**config.mk**
```make
export PLATFORM = sky130hd
export DESIGN_NAME = key_matrix_change_to_midi_events_top_flat
export DESIGN_NICKNAME = d
export VERILOG_FILES = /design/src/rtl/kmc_pkg.sv /design/src/rtl/kmc_row_if.sv /design/src/rtl/kmc_event_if.sv /design/src/rtl/kmc_out_reg.sv /design/src/rtl/key_matrix_change_to_midi_events_top.sv /design/src/flat_wrapper.sv
export SDC_FILE = /design/constraint.sdc
export NUM_CORES = 1
export LEC_CHECK = 0
export ABC_CLOCK_PERIOD_IN_PS = 6400
export BUFFER_PORTS_ARGS = -buffer_cell sky130_fd_sc_hd__buf_2
export CORE_MARGIN = 2
export CORE_UTILIZATION = 50
export CTS_BUF_LIST = sky130_fd_sc_hd__clkbuf_4
export CTS_CLUSTER_SIZE = 30
export DETAILED_ROUTE_END_ITERATION = 8
export GPL_ROUTABILITY_DRIVEN = 0
export PLACE_DENSITY = 0.74
export SLEW_MARGIN = 10
export SYNTH_ARGS = -nofsm -noshare
export SYNTH_HDL_FRONTEND = slang
export SYNTH_SLANG_ARGS = --single-unit
```
**constraint.sdc**
```tcl
create_clock -name clk -period 6.4 [get_ports clk]
set_input_delay 0.32 -clock clk [delete_from_list [all_inputs] [get_ports clk]]
set_output_delay 0.32 -clock clk [all_outputs]
set_load 0.01 [all_outputs]
```
**src/rtl/kmc_pkg.sv**
```systemverilog
package kmc_pkg;

  // MIDI message fields
  localparam logic [7:0] NOTE_ON           = 8'h90;
  localparam logic [7:0] NOTE_OFF          = 8'h80;
  localparam logic [6:0] VEL_ON            = 7'd127;
  localparam logic [6:0] VEL_OFF           = 7'd0;
  localparam logic [6:0] NOTE_BASE         = 7'd36;
  localparam logic [5:0] LAST_SOUNDING_KEY = 6'd60;

  // Event kinds
  localparam logic EV_NOTE   = 1'b0;
  localparam logic EV_BUTTON = 1'b1;

  // Result cap per row beat and saturation point of the held-button count
  localparam logic [3:0] MAX_RESULTS = 4'd10;
  localparam logic [3:0] HELD_SAT    = 4'd8;

  // Panel button codes, index row*8+bit
  localparam logic [5:0] BUTTON_CODES [64] = '{
    6'd36, 6'd8,  6'd21, 6'd0,  6'd0,  6'd0,  6'd0,  6'd0,
    6'd42, 6'd2,  6'd19, 6'd32, 6'd0,  6'd0,  6'd24, 6'd0,
    6'd41, 6'd9,  6'd20, 6'd31, 6'd0,  6'd11, 6'd23, 6'd0,
    6'd40, 6'd3,  6'd13, 6'd12, 6'd0,  6'd5,  6'd22, 6'd0,
    6'd46, 6'd39, 6'd16, 6'd6,  6'd0,  6'd10, 6'd7,  6'd0,
    6'd45, 6'd43, 6'd15, 6'd34, 6'd0,  6'd4,  6'd1,  6'd0,
    6'd44, 6'd38, 6'd14, 6'd33, 6'd0,  6'd35, 6'd18, 6'd0,
    6'd47, 6'd37, 6'd0,  6'd0,  6'd25, 6'd0,  6'd17, 6'd0
  };

  typedef struct packed {
    logic       event_kind;
    logic [7:0] midi_status;
    logic [6:0] midi_note;
    logic [6:0] midi_velocity;
    logic [5:0] button_code;
    logic       last_of_run;
  } kmc_result_t;

endpackage

```
**src/rtl/kmc_row_if.sv**
```systemverilog
interface kmc_row_if;
  logic        valid;
  logic        ready;
  logic [2:0]  row_index;
  logic [15:0] row_bits;

  modport source (output valid, output row_index, output row_bits, input ready);
  modport sink   (input valid, input row_index, input row_bits, output ready);
endinterface

```
**src/rtl/kmc_event_if.sv**
```systemverilog
interface kmc_event_if;
  logic       valid;
  logic       ready;
  logic       event_kind;
  logic [7:0] midi_status;
  logic [6:0] midi_note;
  logic [6:0] midi_velocity;
  logic [5:0] button_code;
  logic       last_of_run;

  modport source (output valid, output event_kind, output midi_status, output midi_note,
                  output midi_velocity, output button_code, output last_of_run,
                  input ready);
  modport sink   (input valid, input event_kind, input midi_status, input midi_note,
                  input midi_velocity, input button_code, input last_of_run,
                  output ready);
endinterface

```
**src/rtl/kmc_out_reg.sv**
```systemverilog
module kmc_out_reg (
  input  logic                clk,
  input  logic                rst,
  input  logic                push,
  input  kmc_pkg::kmc_result_t data,
  output logic                free,
  kmc_event_if.source         events
);

  logic                 valid_r;
  kmc_pkg::kmc_result_t data_r;

  // Stage is free when empty or when its beat leaves this cycle
  assign free = !valid_r || events.ready;

  // Hold the beat until the sink takes it
  always_ff @(posedge clk) begin
    if (rst) begin
      valid_r <= 1'b0;
    end else if (push) begin
      valid_r <= 1'b1;
    end else if (events.ready) begin
      valid_r <= 1'b0;
    end
  end

  always_ff @(posedge clk) begin
    if (push) begin
      data_r <= data;
    end
  end

  assign events.valid         = valid_r;
  assign events.event_kind    = data_r.event_kind;
  assign events.midi_status   = data_r.midi_status;
  assign events.midi_note     = data_r.midi_note;
  assign events.midi_velocity = data_r.midi_velocity;
  assign events.button_code   = data_r.button_code;
  assign events.last_of_run   = data_r.last_of_run;

endmodule

```
**src/rtl/key_matrix_change_to_midi_events_top.sv**
```systemverilog
// A row beat's first event passes the column check, the held result and the output register.
// A row other than the last runs from accept to ready again through one accept step,
// eight column steps of the shared key-change check and one flush of the held result.
// The last row adds 8 held-button counting steps and 64 button scan steps, or only the
// counting when too many are held; an output stall holds the column, scan and flush steps.
// Synchronous reset clears the key and button frames, the sequencer and the output stage.
module key_matrix_change_to_midi_events_top #(
  parameter int NUM_ROWS         = 8,
  parameter int MAX_HELD_BUTTONS = 2
) (
  input  logic        clk,
  input  logic        rst,
  kmc_row_if.sink     rows,
  kmc_event_if.source events
);

  localparam logic [3:0] NUM_ROWS_W = 4'(NUM_ROWS);
  localparam logic [2:0] LAST_ROW   = 3'(NUM_ROWS - 1);
  localparam logic [3:0] MAX_HELD   = 4'(MAX_HELD_BUTTONS);

  typedef enum logic [2:0] {ST_IDLE, ST_KEYS, ST_COUNT, ST_BTNS, ST_FLUSH} state_t;

  state_t               state;
  logic [2:0]           row_r;
  logic [7:0]           keys_r;
  logic [7:0]           chg_r;
  logic                 last_row_r;
  logic [2:0]           col;
  logic [2:0]           crow;
  logic [5:0]           bidx;
  logic [3:0]           held;
  logic [3:0]           nres;
  logic                 pend_valid;
  kmc_pkg::kmc_result_t pend;
  logic [7:0]           key_frame [8];
  logic [6:0]           cur_btn   [8];
  logic [6:0]           prev_btn  [8];

  logic [7:0]           keys_in;
  logic [6:0]           btns_in;
  logic [2:0]           rd_row;
  logic [6:0]           cur_rd;
  logic [6:0]           prev_rd;
  logic [7:0]           pressed_bits;
  logic [5:0]           key_idx;
  logic [5:0]           code;
  logic [3:0]           held_sum;
  logic [3:0]           held_next;
  logic                 found;
  logic                 blocked;
  logic                 out_free;
  logic                 push;
  kmc_pkg::kmc_result_t cand;
  kmc_pkg::kmc_result_t push_data;

  assign rows.ready = (state == ST_IDLE);
  assign keys_in    = ~rows.row_bits[7:0];
  assign btns_in    = ~rows.row_bits[14:8];

  // Share one read port of the button frames between counting and scanning
  assign rd_row       = (state == ST_COUNT) ? crow : bidx[5:3];
  assign cur_rd       = cur_btn[rd_row];
  assign prev_rd      = prev_btn[rd_row];
  assign pressed_bits = {1'b0, cur_rd} & ~{1'b0, prev_rd};
  assign code         = kmc_pkg::BUTTON_CODES[bidx];
  assign key_idx      = {row_r, col};

  // Saturating held-button count
  assign held_sum  = held + 4'($countones(cur_rd));
  assign held_next = (held_sum > kmc_pkg::HELD_SAT) ? kmc_pkg::HELD_SAT : held_sum;

  // Shared check unit: one column or one button position per step
  always_comb begin
    found = 1'b0;
    cand  = '0;
    case (state)
      ST_KEYS: begin
        found              = chg_r[col] && (key_idx <= kmc_pkg::LAST_SOUNDING_KEY);
        cand.event_kind    = kmc_pkg::EV_NOTE;
        cand.midi_status   = keys_r[col] ? kmc_pkg::NOTE_ON : kmc_pkg::NOTE_OFF;
        cand.midi_note     = kmc_pkg::NOTE_BASE + {1'b0, key_idx};
        cand.midi_velocity = keys_r[col] ? kmc_pkg::VEL_ON : kmc_pkg::VEL_OFF;
      end
      ST_BTNS: begin
        found            = pressed_bits[bidx[2:0]] && (code != 6'd0) &&
                           (nres < kmc_pkg::MAX_RESULTS);
        cand.event_kind  = kmc_pkg::EV_BUTTON;
        cand.button_code = code;
      end
      default: begin
        found = 1'b0;
      end
    endcase
  end

  // Keep one result back so the final one can carry last_of_run
  assign blocked = found && pend_valid && !out_free;
  assign push    = pend_valid && out_free && (found || (state == ST_FLUSH));

  always_comb begin
    push_data             = pend;
    push_data.last_of_run = (state == ST_FLUSH);
  end

  // Sequencer, frames and held result
  always_ff @(posedge clk) begin
    if (rst) begin
      state      <= ST_IDLE;
      pend_valid <= 1'b0;
      col        <= '0;
      crow       <= '0;
      bidx       <= '0;
      held       <= '0;
      nres       <= '0;
      for (int i = 0; i < 8; i++) begin
        key_frame[i] <= '0;
        cur_btn[i]   <= '0;
        prev_btn[i]  <= '0;
      end
    end else begin
      case (state)
        ST_IDLE: begin
          if (rows.valid && ({1'b0, rows.row_index} < NUM_ROWS_W)) begin
            chg_r                     <= keys_in ^ key_frame[rows.row_index];
            keys_r                    <= keys_in;
            row_r                     <= rows.row_index;
            last_row_r                <= (rows.row_index == LAST_ROW);
            key_frame[rows.row_index] <= keys_in;
            cur_btn[rows.row_index]   <= btns_in;
            col                       <= '0;
            nres                      <= '0;
            state                     <= ST_KEYS;
          end
        end
        ST_KEYS: begin
          if (!blocked) begin
            if (found) begin
              pend       <= cand;
              pend_valid <= 1'b1;
              nres       <= nres + 4'd1;
            end
            if (col == 3'd7) begin
              crow  <= '0;
              held  <= '0;
              state <= last_row_r ? ST_COUNT : ST_FLUSH;
            end else begin
              col <= col + 3'd1;
            end
          end
        end
        ST_COUNT: begin
          held <= held_next;
          if (crow == 3'd7) begin
            bidx <= '0;
            if (held_next <= MAX_HELD) begin
              state <= ST_BTNS;
            end else begin
              prev_btn <= cur_btn;
              state    <= ST_FLUSH;
            end
          end else begin
            crow <= crow + 3'd1;
          end
        end
        ST_BTNS: begin
          if (!blocked) begin
            if (found) begin
              pend       <= cand;
              pend_valid <= 1'b1;
              nres       <= nres + 4'd1;
            end
            if (bidx == 6'd63) begin
              prev_btn <= cur_btn;
              state    <= ST_FLUSH;
            end else begin
              bidx <= bidx + 6'd1;
            end
          end
        end
        ST_FLUSH: begin
          if (!pend_valid) begin
            state <= ST_IDLE;
          end else if (out_free) begin
            pend_valid <= 1'b0;
            state      <= ST_IDLE;
          end
        end
        default: begin
          state <= ST_IDLE;
        end
      endcase
    end
  end

  kmc_out_reg u_out (
    .clk    (clk),
    .rst    (rst),
    .push   (push),
    .data   (push_data),
    .free   (out_free),
    .events (events)
  );

  // No result may be left behind once a new row beat can be taken
  a_idle_empty: assert property (@(posedge clk) disable iff (rst)
    rows.ready |-> !pend_valid)
    else $error("held result still pending while accepting a row");

  a_result_cap: assert property (@(posedge clk) disable iff (rst)
    nres <= kmc_pkg::MAX_RESULTS)
    else $error("more results than the cap for one row");

  a_button_fields: assert property (@(posedge clk) disable iff (rst)
    events.valid && (events.event_kind == kmc_pkg::EV_BUTTON) |->
      (events.midi_status == 8'd0) && (events.button_code != 6'd0))
    else $error("malformed button event");

  a_note_range: assert property (@(posedge clk) disable iff (rst)
    events.valid && (events.event_kind == kmc_pkg::EV_NOTE) |->
      (events.midi_note >= 7'd36) && (events.midi_note <= 7'd96) &&
      (events.button_code == 6'd0))
    else $error("note event out of range");

  a_stall_holds: assert property (@(posedge clk) disable iff (rst)
    (state == ST_KEYS) && blocked |=> (col == $past(col)) && (state == ST_KEYS))
    else $error("key scan advanced while output was stalled");

endmodule
```
**src/flat_wrapper.sv**
```systemverilog
// flat-port wrapper written by rule: the top's interface ports become plain ports
module key_matrix_change_to_midi_events_top_flat 
#(
  parameter int NUM_ROWS         = 8,
  parameter int MAX_HELD_BUTTONS = 2
)
  (clk, rst, rows_valid, rows_row_index, rows_row_bits, rows_ready, events_valid, events_event_kind, events_midi_status, events_midi_note, events_midi_velocity, events_button_code, events_last_of_run, events_ready);
  kmc_row_if rows_i ();
  kmc_event_if events_i ();
  input  logic clk;
  input  logic rst;
  input wire logic [$bits(rows_i.valid)-1:0] rows_valid;
  input wire logic [$bits(rows_i.row_index)-1:0] rows_row_index;
  input wire logic [$bits(rows_i.row_bits)-1:0] rows_row_bits;
  output wire logic [$bits(rows_i.ready)-1:0] rows_ready;
  output wire logic [$bits(events_i.valid)-1:0] events_valid;
  output wire logic [$bits(events_i.event_kind)-1:0] events_event_kind;
  output wire logic [$bits(events_i.midi_status)-1:0] events_midi_status;
  output wire logic [$bits(events_i.midi_note)-1:0] events_midi_note;
  output wire logic [$bits(events_i.midi_velocity)-1:0] events_midi_velocity;
  output wire logic [$bits(events_i.button_code)-1:0] events_button_code;
  output wire logic [$bits(events_i.last_of_run)-1:0] events_last_of_run;
  input wire logic [$bits(events_i.ready)-1:0] events_ready;
  assign rows_i.valid = rows_valid;
  assign rows_i.row_index = rows_row_index;
  assign rows_i.row_bits = rows_row_bits;
  assign rows_ready = rows_i.ready;
  assign events_valid = events_i.valid;
  assign events_event_kind = events_i.event_kind;
  assign events_midi_status = events_i.midi_status;
  assign events_midi_note = events_i.midi_note;
  assign events_midi_velocity = events_i.midi_velocity;
  assign events_button_code = events_i.button_code;
  assign events_last_of_run = events_i.last_of_run;
  assign events_i.ready = events_ready;
  key_matrix_change_to_midi_events_top #(.NUM_ROWS(NUM_ROWS), .MAX_HELD_BUTTONS(MAX_HELD_BUTTONS)) u_core (.clk(clk), .rst(rst), .rows(rows_i), .events(events_i));
endmodule
```
== After elaboration in Yosys (flattened, before gate mapping) ==
Memories as Yosys holds them, arrays and structs flattened.
Cells that the tools add are included.

* $lt $le $gt $ge: 10
* Bitwise operators: 10
* Mux-type cells: 74
* Reduce and logical (&&, ||, !) cells: 33
* Add/subtract/negate cells: 12
* Equality and inequality tests: 21

{| class="wikitable"
|+ Operator list
! kind !! number
|-
| 56-bit 2-to-1 mux || 4
|-
| 56-bit case mux with 2 select lines || 1
|-
| 56-bit bitwise mux || 1
|-
| 3-bit 2-to-1 mux || 18
|-
| 7-bit binary-select mux with 3-bit select || 2
|-
| 7-bit 2-to-1 mux || 6
|-
| 6-bit 2-to-1 mux || 5
|-
| 4-bit 2-to-1 mux || 6
|-
| 7-bit demux with 3-bit select || 1
|-
| 4-bit AND reduction || 5
|-
| 2-bit != test (second input constant) || 9
|-
| 1-bit 2-to-1 mux || 17
|-
| 4-bit case mux with 2 select lines || 2
|-
| 3-bit case mux with 5 select lines || 1
|-
| 4-bit adder || 3
|-
| 3-bit == test (second input constant) || 4
|-
| 3-bit case mux with 2 select lines || 2
|-
| 6-bit case mux with 2 select lines || 1
|-
| 2-bit nonzero test || 6
|-
| 1-bit binary-select mux with 3-bit select || 3
|-
| 3-bit AND reduction || 3
|-
| 7-bit by 8-bit bitwise AND with 8-bit output || 1
|-
| 4-bit greater-or-equal comparator (second input constant) || 2
|-
| 1-bit logical AND || 8
|-
| other kinds (37) || 49
|}

* Input port bits: 23
* Bits in registers: 216
* RAM bits: 64
* Memories kept: 2
* Output and inout port bits: 32
* Word-level logic and storage cells: 201
* ROM bits: 384

{| class="wikitable"
|+ Memories
! memory !! words !! bits a word !! rd ports !! clocked after Yosys merged registers in !! write ports !! line !! RTL
|-
| (no name shown) || 64 || 6 || 1 || 0 || 0 || key_matrix_change_to_midi_events_top.sv:65 || <nowiki>assign code = kmc_pkg::BUTTON_CODES[bidx];</nowiki>
|-
| u_core.key_frame || 8 || 8 || 1 || 0 || 8 || key_matrix_change_to_midi_events_top.sv:35 || <nowiki>logic [7:0] key_frame [8];</nowiki>
|}

== Depth between registers and ports, before layout ==
Gate-level depths: netlist (run 1).

* Depth in word-level cells: 17
* Mapped depth: 27
* Mapped depth without buffers: 21

== By module ==
From an unflattened synthesis (run 1), not the netlist that was laid out.

* Cells, all modules: 1245
* Area, all modules: 12916.1 um^2

{| class="wikitable"
|+ Modules (own cells, without submodules)
! module !! area each (um^2) !! cells an instance !! times used !! sequential area each (um^2)
|-
| key_matrix_change_to_midi_events_top || 11969.0 || 1211 || 1 || 5725.5
|-
| kmc_out_reg || 947.2 || 34 || 1 || 920.9
|}

== Least setup slack after synthesis (run 1) ==
No wires, ideal clock.

* Path kind: reg-to-reg
* Start: reg u_core.state[1]
* End: reg u_core.prev_btn[14] (netlist name)
* Setup time: 0.070 ns
* Setup slack: 1.063 ns
* Stages on the path, launching flop included: 24
* Period minus slack after synthesis: 5.337 ns
* Arrival: 5.267 ns
* Path buffers: 4
* Cell sequence: dfxtp_1 -> or3b_4 -> mux2_4 -> buf_6 -> buf_2 -> a21oi_1 -> a221oi_1 -> or2_2 -> ha_1 -> inv_1 -> fa_1 -> inv_1 -> fa_1 -> ha_1 -> fa_1 -> xnor2_1 -> xnor2_1 -> a211o_1 -> nor2b_1 -> a21o_1 -> clkbuf_1 -> clkbuf_1 -> nand3_1 -> a21oi_1

* Longest elaborated chain between the ends: 17
* Elaborated cells on any way between the ends: 37
* Those cells by class: 7 x add/sub; 2 x order compare; 7 x eq/ne; 12 x mux; 3 x bitwise; 6 x reduce/logical

{| class="wikitable"
|+ RTL lines
! what !! line !! RTL
|-
| start, declared || key_matrix_change_to_midi_events_top.sv:23 || <nowiki>state_t state;</nowiki>
|-
| start signal, assigned || key_matrix_change_to_midi_events_top.sv:145 || <nowiki>state <= last_row_r ? ST_COUNT : ST_FLUSH;</nowiki>
|-
| parallel branches: the longest is 17 deep, another holds 4-bit adder || - ||
|-
| end signal, assigned || key_matrix_change_to_midi_events_top.sv:158 || <nowiki>prev_btn <= cur_btn;</nowiki>
|-
| end signal, assigned || key_matrix_change_to_midi_events_top.sv:173 || <nowiki>prev_btn <= cur_btn;</nowiki>
|-
| end, declared || key_matrix_change_to_midi_events_top.sv:37 || <nowiki>logic [6:0] prev_btn [8];</nowiki>
|}

Parallel ways; which one is timed is not known. The select of a mux whose other input is x is not followed.
A chain may end at the register's enable or synchronous reset.

== Final worst setup path (run 1) ==
* Start: reg u_core.state[2]
* End: reg u_core.prev_btn[4] (netlist name)

Same word-level chain as after synthesis.

==> results of run 1 <==
## cell type report
cell class / count / area (µm²)
Tap cell: 330 / 413
Timing Repair Buffer: 97 / 692
Clock inverter: 15 / 96.3
Sequential cell: 254 / 6260
Clock buffer: 106 / 796
Fill cell: 2160 / 10900
Antenna cell: 2 / 5.00
Multi-Input combinational cell: 895 / 5870
Inverter: 45 / 169
## cell families (layout without fill, tap and decap cells)
group | Yosys count | after routing
AND/OR/NAND/NOR | 389 | 389
AO/OA/AOI/OAI | 358 | 358
flip-flops | 254 | 254
buffers and inverters | 163 | 263
multiplexers | 106 | 106
adder cells (fa/ha/maj) | 23 | 23
XOR/XNOR | 13 | 13
other | 1 | 8
## worst paths after layout
| check | from | to | depth (start not counted) | slack, ns |
|---|---|---|---|---|
| worst max-delay path | u_core.state[2]$_SDFFE_PP0P_ | u_core.prev_btn[4]$_SDFFE_PP0P_ | 22 | 0.34 |
| worst min-delay path | rows_row_bits[1] | u_core.key_frame[4][1]$_SDFFCE_PN0P_ | 2 | 0.03 |
| worst max register to register | u_core.state[2]$_SDFFE_PP0P_ | u_core.prev_btn[4]$_SDFFE_PP0P_ | 22 | 0.34 |
| worst min register to register | u_core.pend[12]$_SDFFCE_PN0P_ | u_core.u_out.events.midi_velocity[5]$_DFFE_PP_ | 0 | 0.42 |
## sequential cells by signal, summed over array words and instances, names as in the netlist, 4 cells and up
name,flops
u_core.u_out.events.button_code,6
u_core.u_out.events.midi_note,7
u_core.prev_btn,56
u_core.cur_btn,56
u_core.pend,16
u_core.chg_r,8
u_core.keys_r,8
u_core.key_frame,64
u_core.held,4
u_core.bidx,6
u_core.nres,4
## metal layers
layer  up-vias  track usage
li1       4920            -
met1      5257        0.358
met2       603        0.408
met3        95       0.0475
met4         0        0.124
met5         -            0
## synth_stat cells (7+ instances only)
| master | number | area share |
|---|---|---|
| mux2i_1 | 58 | 0.045 |
| a211oi_1 | 22 | 0.013 |
| dfxtp_1 | 137 | 0.21 |
| nand2b_1 | 13 | 0.0064 |
| a31oi_1 | 13 | 0.0064 |
| and3_1 | 10 | 0.0049 |
| nor2_1 | 110 | 0.032 |
| o22ai_1 | 8 | 0.0039 |
| a21oi_1 | 104 | 0.041 |
| xnor2_1 | 12 | 0.0082 |
| edfxtp_1 | 117 | 0.27 |
| mux2_2 | 22 | 0.019 |
| nor2b_1 | 13 | 0.0064 |
| nand3_1 | 81 | 0.032 |
| nand2_1 | 113 | 0.033 |
| o211ai_1 | 7 | 0.0041 |
| o21ai_0 | 127 | 0.050 |
| buf_4 | 16 | 0.0094 |
| o21ai_1 | 7 | 0.0027 |
| ha_1 | 18 | 0.018 |
| nor3_1 | 14 | 0.0055 |
| mux4_2 | 23 | 0.041 |
| clkbuf_1 | 66 | 0.019 |
| buf_2 | 22 | 0.0086 |
| buf_1 | 8 | 0.0023 |
| a221oi_1 | 12 | 0.0082 |
| inv_1 | 44 | 0.013 |
## repair_timing
item / 4_1_cts / 5_1_grt
setup endpoints to repair: 0 / 56
hold buffers: 15 / 0
hold endpoints to repair: 80 / 0
setup buffers: 0 / 3
gates resized for setup: 0 / 3
## through the flow
stage / hold WS [ns] / setup TNS (ns)
6_report: 0.0257 / 0
5_1_grt: 0.0391 / -0.0375
4_1_cts: 0.00500 / 0
3_5_place_dp: 0.405 / 0
3_3_place_gp: 0.401 / 0
2_1_floorplan: 0.400 / 0
## where the power goes
group	internal (mW)	switching [mW]	total, mW
Sequential	1.75	0.0247	1.77
Combinational	0.0812	0.166	0.247
Clock	0.795	0.683	1.48
Total	2.62	0.873	3.50
==> results_dict.tcl, run 1 <==
set metrics [dict create \
    cp_slowest_cell "nor4bb_2" \
    synth_seq_cells 254 \
    end_kind "register" \
    cts_tree "done" \
    firstDrtPassIters 6 \
    die-area_um2 26900 \
    dp.cells 1603 \
    leakagePower_nw 5.18 \
    routedWlPerCell_um 20.3 \
    cap_violations 0 \
    core_area_um2 25200 \
    grt_first_pass_wirelength_mm 55.0 \
    clk_pin_slew_ns 0.07 \
    cp_max_fo 56 \
    via_count 10875 \
    final_cells 1744 \
    drv_slew 0 \
    drt_iter0_drc 1359 \
    finClkSkew_ns 0.0596 \
    cts.path.max_buffers 3 \
    row_count 58 \
    crit_path_cell_trace "buf_4 > nor4bb_2 > a21o_1 > buf_4 > nand2_1 > a32oi_1 > nand3_1 > inv_1 > ha_1 > fa_1 > fa_1 > ha_1 > fa_1 > xnor2_1 > xnor2_1 > a211o_1 > nor2b_1 > nor2_1 > and4_1 > clkbuf_8 > o21ai_0 > a21oi_1" \
    cts.htree.levels 3 \
    power_density_nw_per_um2 245 \
    die_height_um 164 \
    avgSynthCellArea_um2 9.78 \
    synth-xor-area-share 0.00890 \
    preCtsSetupSlack_ns 0.243 \
    setup_viol_count_final 0 \
    synthCells 1307 \
    critPathKind "register to register" \
    cp_data_required_time_ns 6.95 \
    hpwl_mm 21.9 \
    path_common_cell "fa_1" \
    synthFlopType "dfxtp_1" \
    status "finished clean" \
    final_cell_mix "dfxtp_1, o21ai_0, edfxtp_1, nand2_1, nor2_1" \
    track_usage 0.263 \
    fp.dieW_um 164 \
    syn_to_final_growth_pct 11.8 \
    worstMarginPinSlew_ns 1.22 \
    final_util 0.568 \
    nets 1407 \
    relSlewSlack 0.187 \
    power.total_mw 3.50 \
    grt_pass1_vias 10315 \
    synth_compound_area_frac 0.169 \
    routed_wl_mm 35.4 \
    fin_ws_ns 0.339 \
    via_per_inst 6.24 \
    synthAdderAreaFrac 0.0254 \
    min_period_ns 6.06 \
    pin_count 55 \
    initial_core_util 0.508 \
    cts.sinks 254 \
    antenna_found_initial 2 \
    critical_path_arrival_ns 6.61 \
    synth_top_family_by_area "compound AO/OA/AOI/OAI gates" \
    top_layer "met4" \
    syn_area_um2 12800 \
    m1WireLength_mm 14.4 \
    cp.buffers_inverters 4 \
    insertion_delay_ns 0.71 \
    gr-total-overflow 0 \
    grt_max_degree 57 \
    ys_types 71 \
    async_flop_share 0 \
    synthMuxAreaShare 0.110 \
    fin_area_um2 14300 \
    vdd_drop_max_v 0.000128 \
    final_antenna_net_count 0 \
    drc 0 \
    cts_made_buffers 68 \
    layout_commonest_cell "dfxtp_1" \
    seq_area_frac_synth 0.489 \
    yosysWarnings 0 \
    dpl_cell_area_um2 13200 \
    routed-wl-met3_mm 3.50 \
    startpoint_type "register" \
    synthSimpleGateAreaFrac 0.141 \
    drive_gt1_frac 0.186 \
    cp_top_family "adder cells" \
    cts_root_buf "clkbuf_4" \
    port_buffers 47 \
    fin_crit_sh 0.947 \
    hold_violations 0 \
    fmax_mhz 165 \
    slowest_delay_ns 0.59 \
    wl_met2_mm 16.2 \
    synth_edf_count 117 \
    hp-class "input pin to register" \
]
No activity file was read; power rests on OpenSTA's default activity.
==> run 2: changes to the inputs <==
MAX_ROUTING_LAYER = met4   (was unset)
==> run 2 against run 1 <==
Clock skew increased by 0.00068 ns. Core utilization unchanged. Final cell count unchanged. Largest cell class unchanged. Sequential cell count unchanged. Critical path depth unchanged. Maximum frequency increased by 0.12%. Wire length about the same. Combinational power about the same. Non-clock buffer count unchanged.
==> results_dict.tcl, run 2 (same netlist as run 1, synthesis figures left out) <==
set metrics [dict create \
    cts_root_buf "clkbuf_4" \
    slowest_delay_ns 0.59 \
    status "finished clean" \
    final_cell_mix "dfxtp_1, o21ai_0, edfxtp_1, nand2_1, nor2_1" \
    register_area_um2 6260 \
    pwr-share-clk 0.423 \
    drt_iter0_drc 1342 \
    power_frac_seq 0.507 \
    critical_path_arrival_ns 6.60 \
    drc 0 \
    grt_pass1_vias 10309 \
    antenna_found_initial 2 \
    grt_first_pass_wirelength_mm 55.0 \
    final_util 0.568 \
    dpl_cell_area_um2 13200 \
    vdd_drop_max_v 0.000129 \
    p_int_mw 2.62 \
    critPathKind "register to register" \
    syn_to_final_growth_pct 11.8 \
    hold_violations 0 \
    track_usage 0.271 \
    top_regs "u_core.key_frame x64, u_core.cur_btn x56, u_core.prev_btn x56" \
    min_period_ns 6.05 \
    cp.buffers_inverters 4 \
    pin_count 55 \
    via_count 10858 \
    grt_max_degree 57 \
    drv_slew 0 \
    via_per_inst 6.23 \
    nFillCells 2160 \
    rsz0062_at_grt "false" \
    multi_input_area_um2 5870 \
    cts.htree.levels 3 \
    die-area_um2 26900 \
    fmax_mhz 165 \
    setup_viol_count_final 0 \
    power.total_mw 3.50 \
    p_comb_frac 0.070 \
    hpwl_mm 21.9 \
    p_sw_frac 0.249 \
    path_common_cell "fa_1" \
    fp.dieW_um 164 \
    insertion_delay_ns 0.71 \
    layout_commonest_cell "dfxtp_1" \
    routed_wl_mm 35.4 \
    finClkSkew_ns 0.0603 \
    initial_core_util 0.508 \
    row_count 58 \
    leakagePower_nw 5.18 \
    core_area_um2 25200 \
    startpoint_type "register" \
    cap_violations 0 \
    relSlewSlack 0.184 \
    clk_pin_slew_ns 0.07 \
    cp_max_fo 56 \
    cts.path.max_buffers 3 \
    die_height_um 164 \
    cts_made_buffers 68 \
    routedWlPerCell_um 20.3 \
    cp_data_required_time_ns 6.94 \
    worstMarginPinSlew_ns 1.22 \
    crit_path_cell_trace "buf_4 > nor4bb_2 > a21o_1 > buf_4 > nand2_1 > a32oi_1 > nand3_1 > inv_1 > ha_1 > fa_1 > fa_1 > ha_1 > fa_1 > xnor2_1 > xnor2_1 > a211o_1 > nor2b_1 > nor2_1 > and4_1 > clkbuf_8 > o21ai_0 > a21oi_1" \
    cts_tree "done" \
    final_antenna_net_count 0 \
    hp-class "input pin to register" \
    cts.sinks 254 \
    firstDrtPassIters 6 \
    nets 1407 \
    cp_top_family "adder cells" \
    fin_area_um2 14300 \
    end_kind "register" \
    drive_gt1_frac 0.186 \
    cp_slowest_cell "nor4bb_2" \
    largest_reg_flops 64 \
    p_sw_mw 0.872 \
    tns_ns 0 \
    port_buffers 47 \
    power_density_nw_per_um2 245 \
    gr-total-overflow 0 \
    fin_crit_sh 0.946 \
    largest-register "u_core.key_frame" \
]
run 2: cell counts in the layout (fill, tap and decap cells not counted):
Identical to the previous run, type by type.
run 2: repair_timing:
item                                    4_1_cts  5_1_grt
endpoints found under the hold margin        80        0
gates resized for setup                       0        3
buffers inserted                              0        3
hold buffers                                 15        0
endpoints found under the setup margin        0       56
run 2: worst register-to-register path: cells and delay by family, from the launching register on:
kind	cells	cell delay [ns]
AOI/OAI and AO/OA	5	1.19
xor gates and xnor gates	2	0.44
adders and majority gates	5	1.69
buffers and inverters	4	0.79
DFF	1	0.31
and+or+nand+nor	6	1.47
run 2: worst paths after layout:
path	startpoint	endpoint	slack [ns]	depth (start not counted)
max	u_core.state[2]$_SDFFE_PP0P_	u_core.prev_btn[4]$_SDFFE_PP0P_	0.35	22
min	rows_row_bits[1]	u_core.key_frame[4][1]$_SDFFCE_PN0P_	0.04	2
max reg2reg	u_core.state[2]$_SDFFE_PP0P_	u_core.prev_btn[4]$_SDFFE_PP0P_	0.35	22
min reg2reg	u_core.pend[12]$_SDFFCE_PN0P_	u_core.u_out.events.midi_velocity[5]$_DFFE_PP_	0.42	0
run 2: power by group through the flow:
stage / clock [mW] / sequential, mW / combinational (mW)
after global routing: 1.57 / 1.78 / 0.265
final: 1.48 / 1.77 / 0.246
after detailed placement: 0 / 1.81 / 0.232
after global placement: 0 / 1.80 / 0.227
after floorplan: 0 / 1.80 / 0.163
after CTS: 1.50 / 1.77 / 0.241
run 2: per-layer routing:
metal / share of wire / up-vias / track usage
met5: 0 / - / -
met4: 0.038 / 0 / 0.122
met3: 0.097 / 113 / 0.0470
met2: 0.46 / 619 / 0.409
met1: 0.41 / 5195 / 0.358
li1: - / 4931 / -
run 2: area by class of cell:
class	instances	share of cell area
Sequential cell	254	0.438
Clock buffer	106	0.0557
Tap cell	330	0.0289
Antenna cell	2	0.000350
Timing Repair Buffer	97	0.0484
Inverter	45	0.0118
Clock inverter	15	0.00674
Multi-Input combinational cell	895	0.410
run 2: stage by stage:
stage	instances	worst slack, ns	hold slack [ns]
floorplan	1312	1.06	0.400
global placement	1603	0.314	0.401
detailed placement	1603	0.243	0.405
CTS	1739	0.206	0.00500
global route	1744	0.00258	0.0391
finish	1744	0.346	0.0427
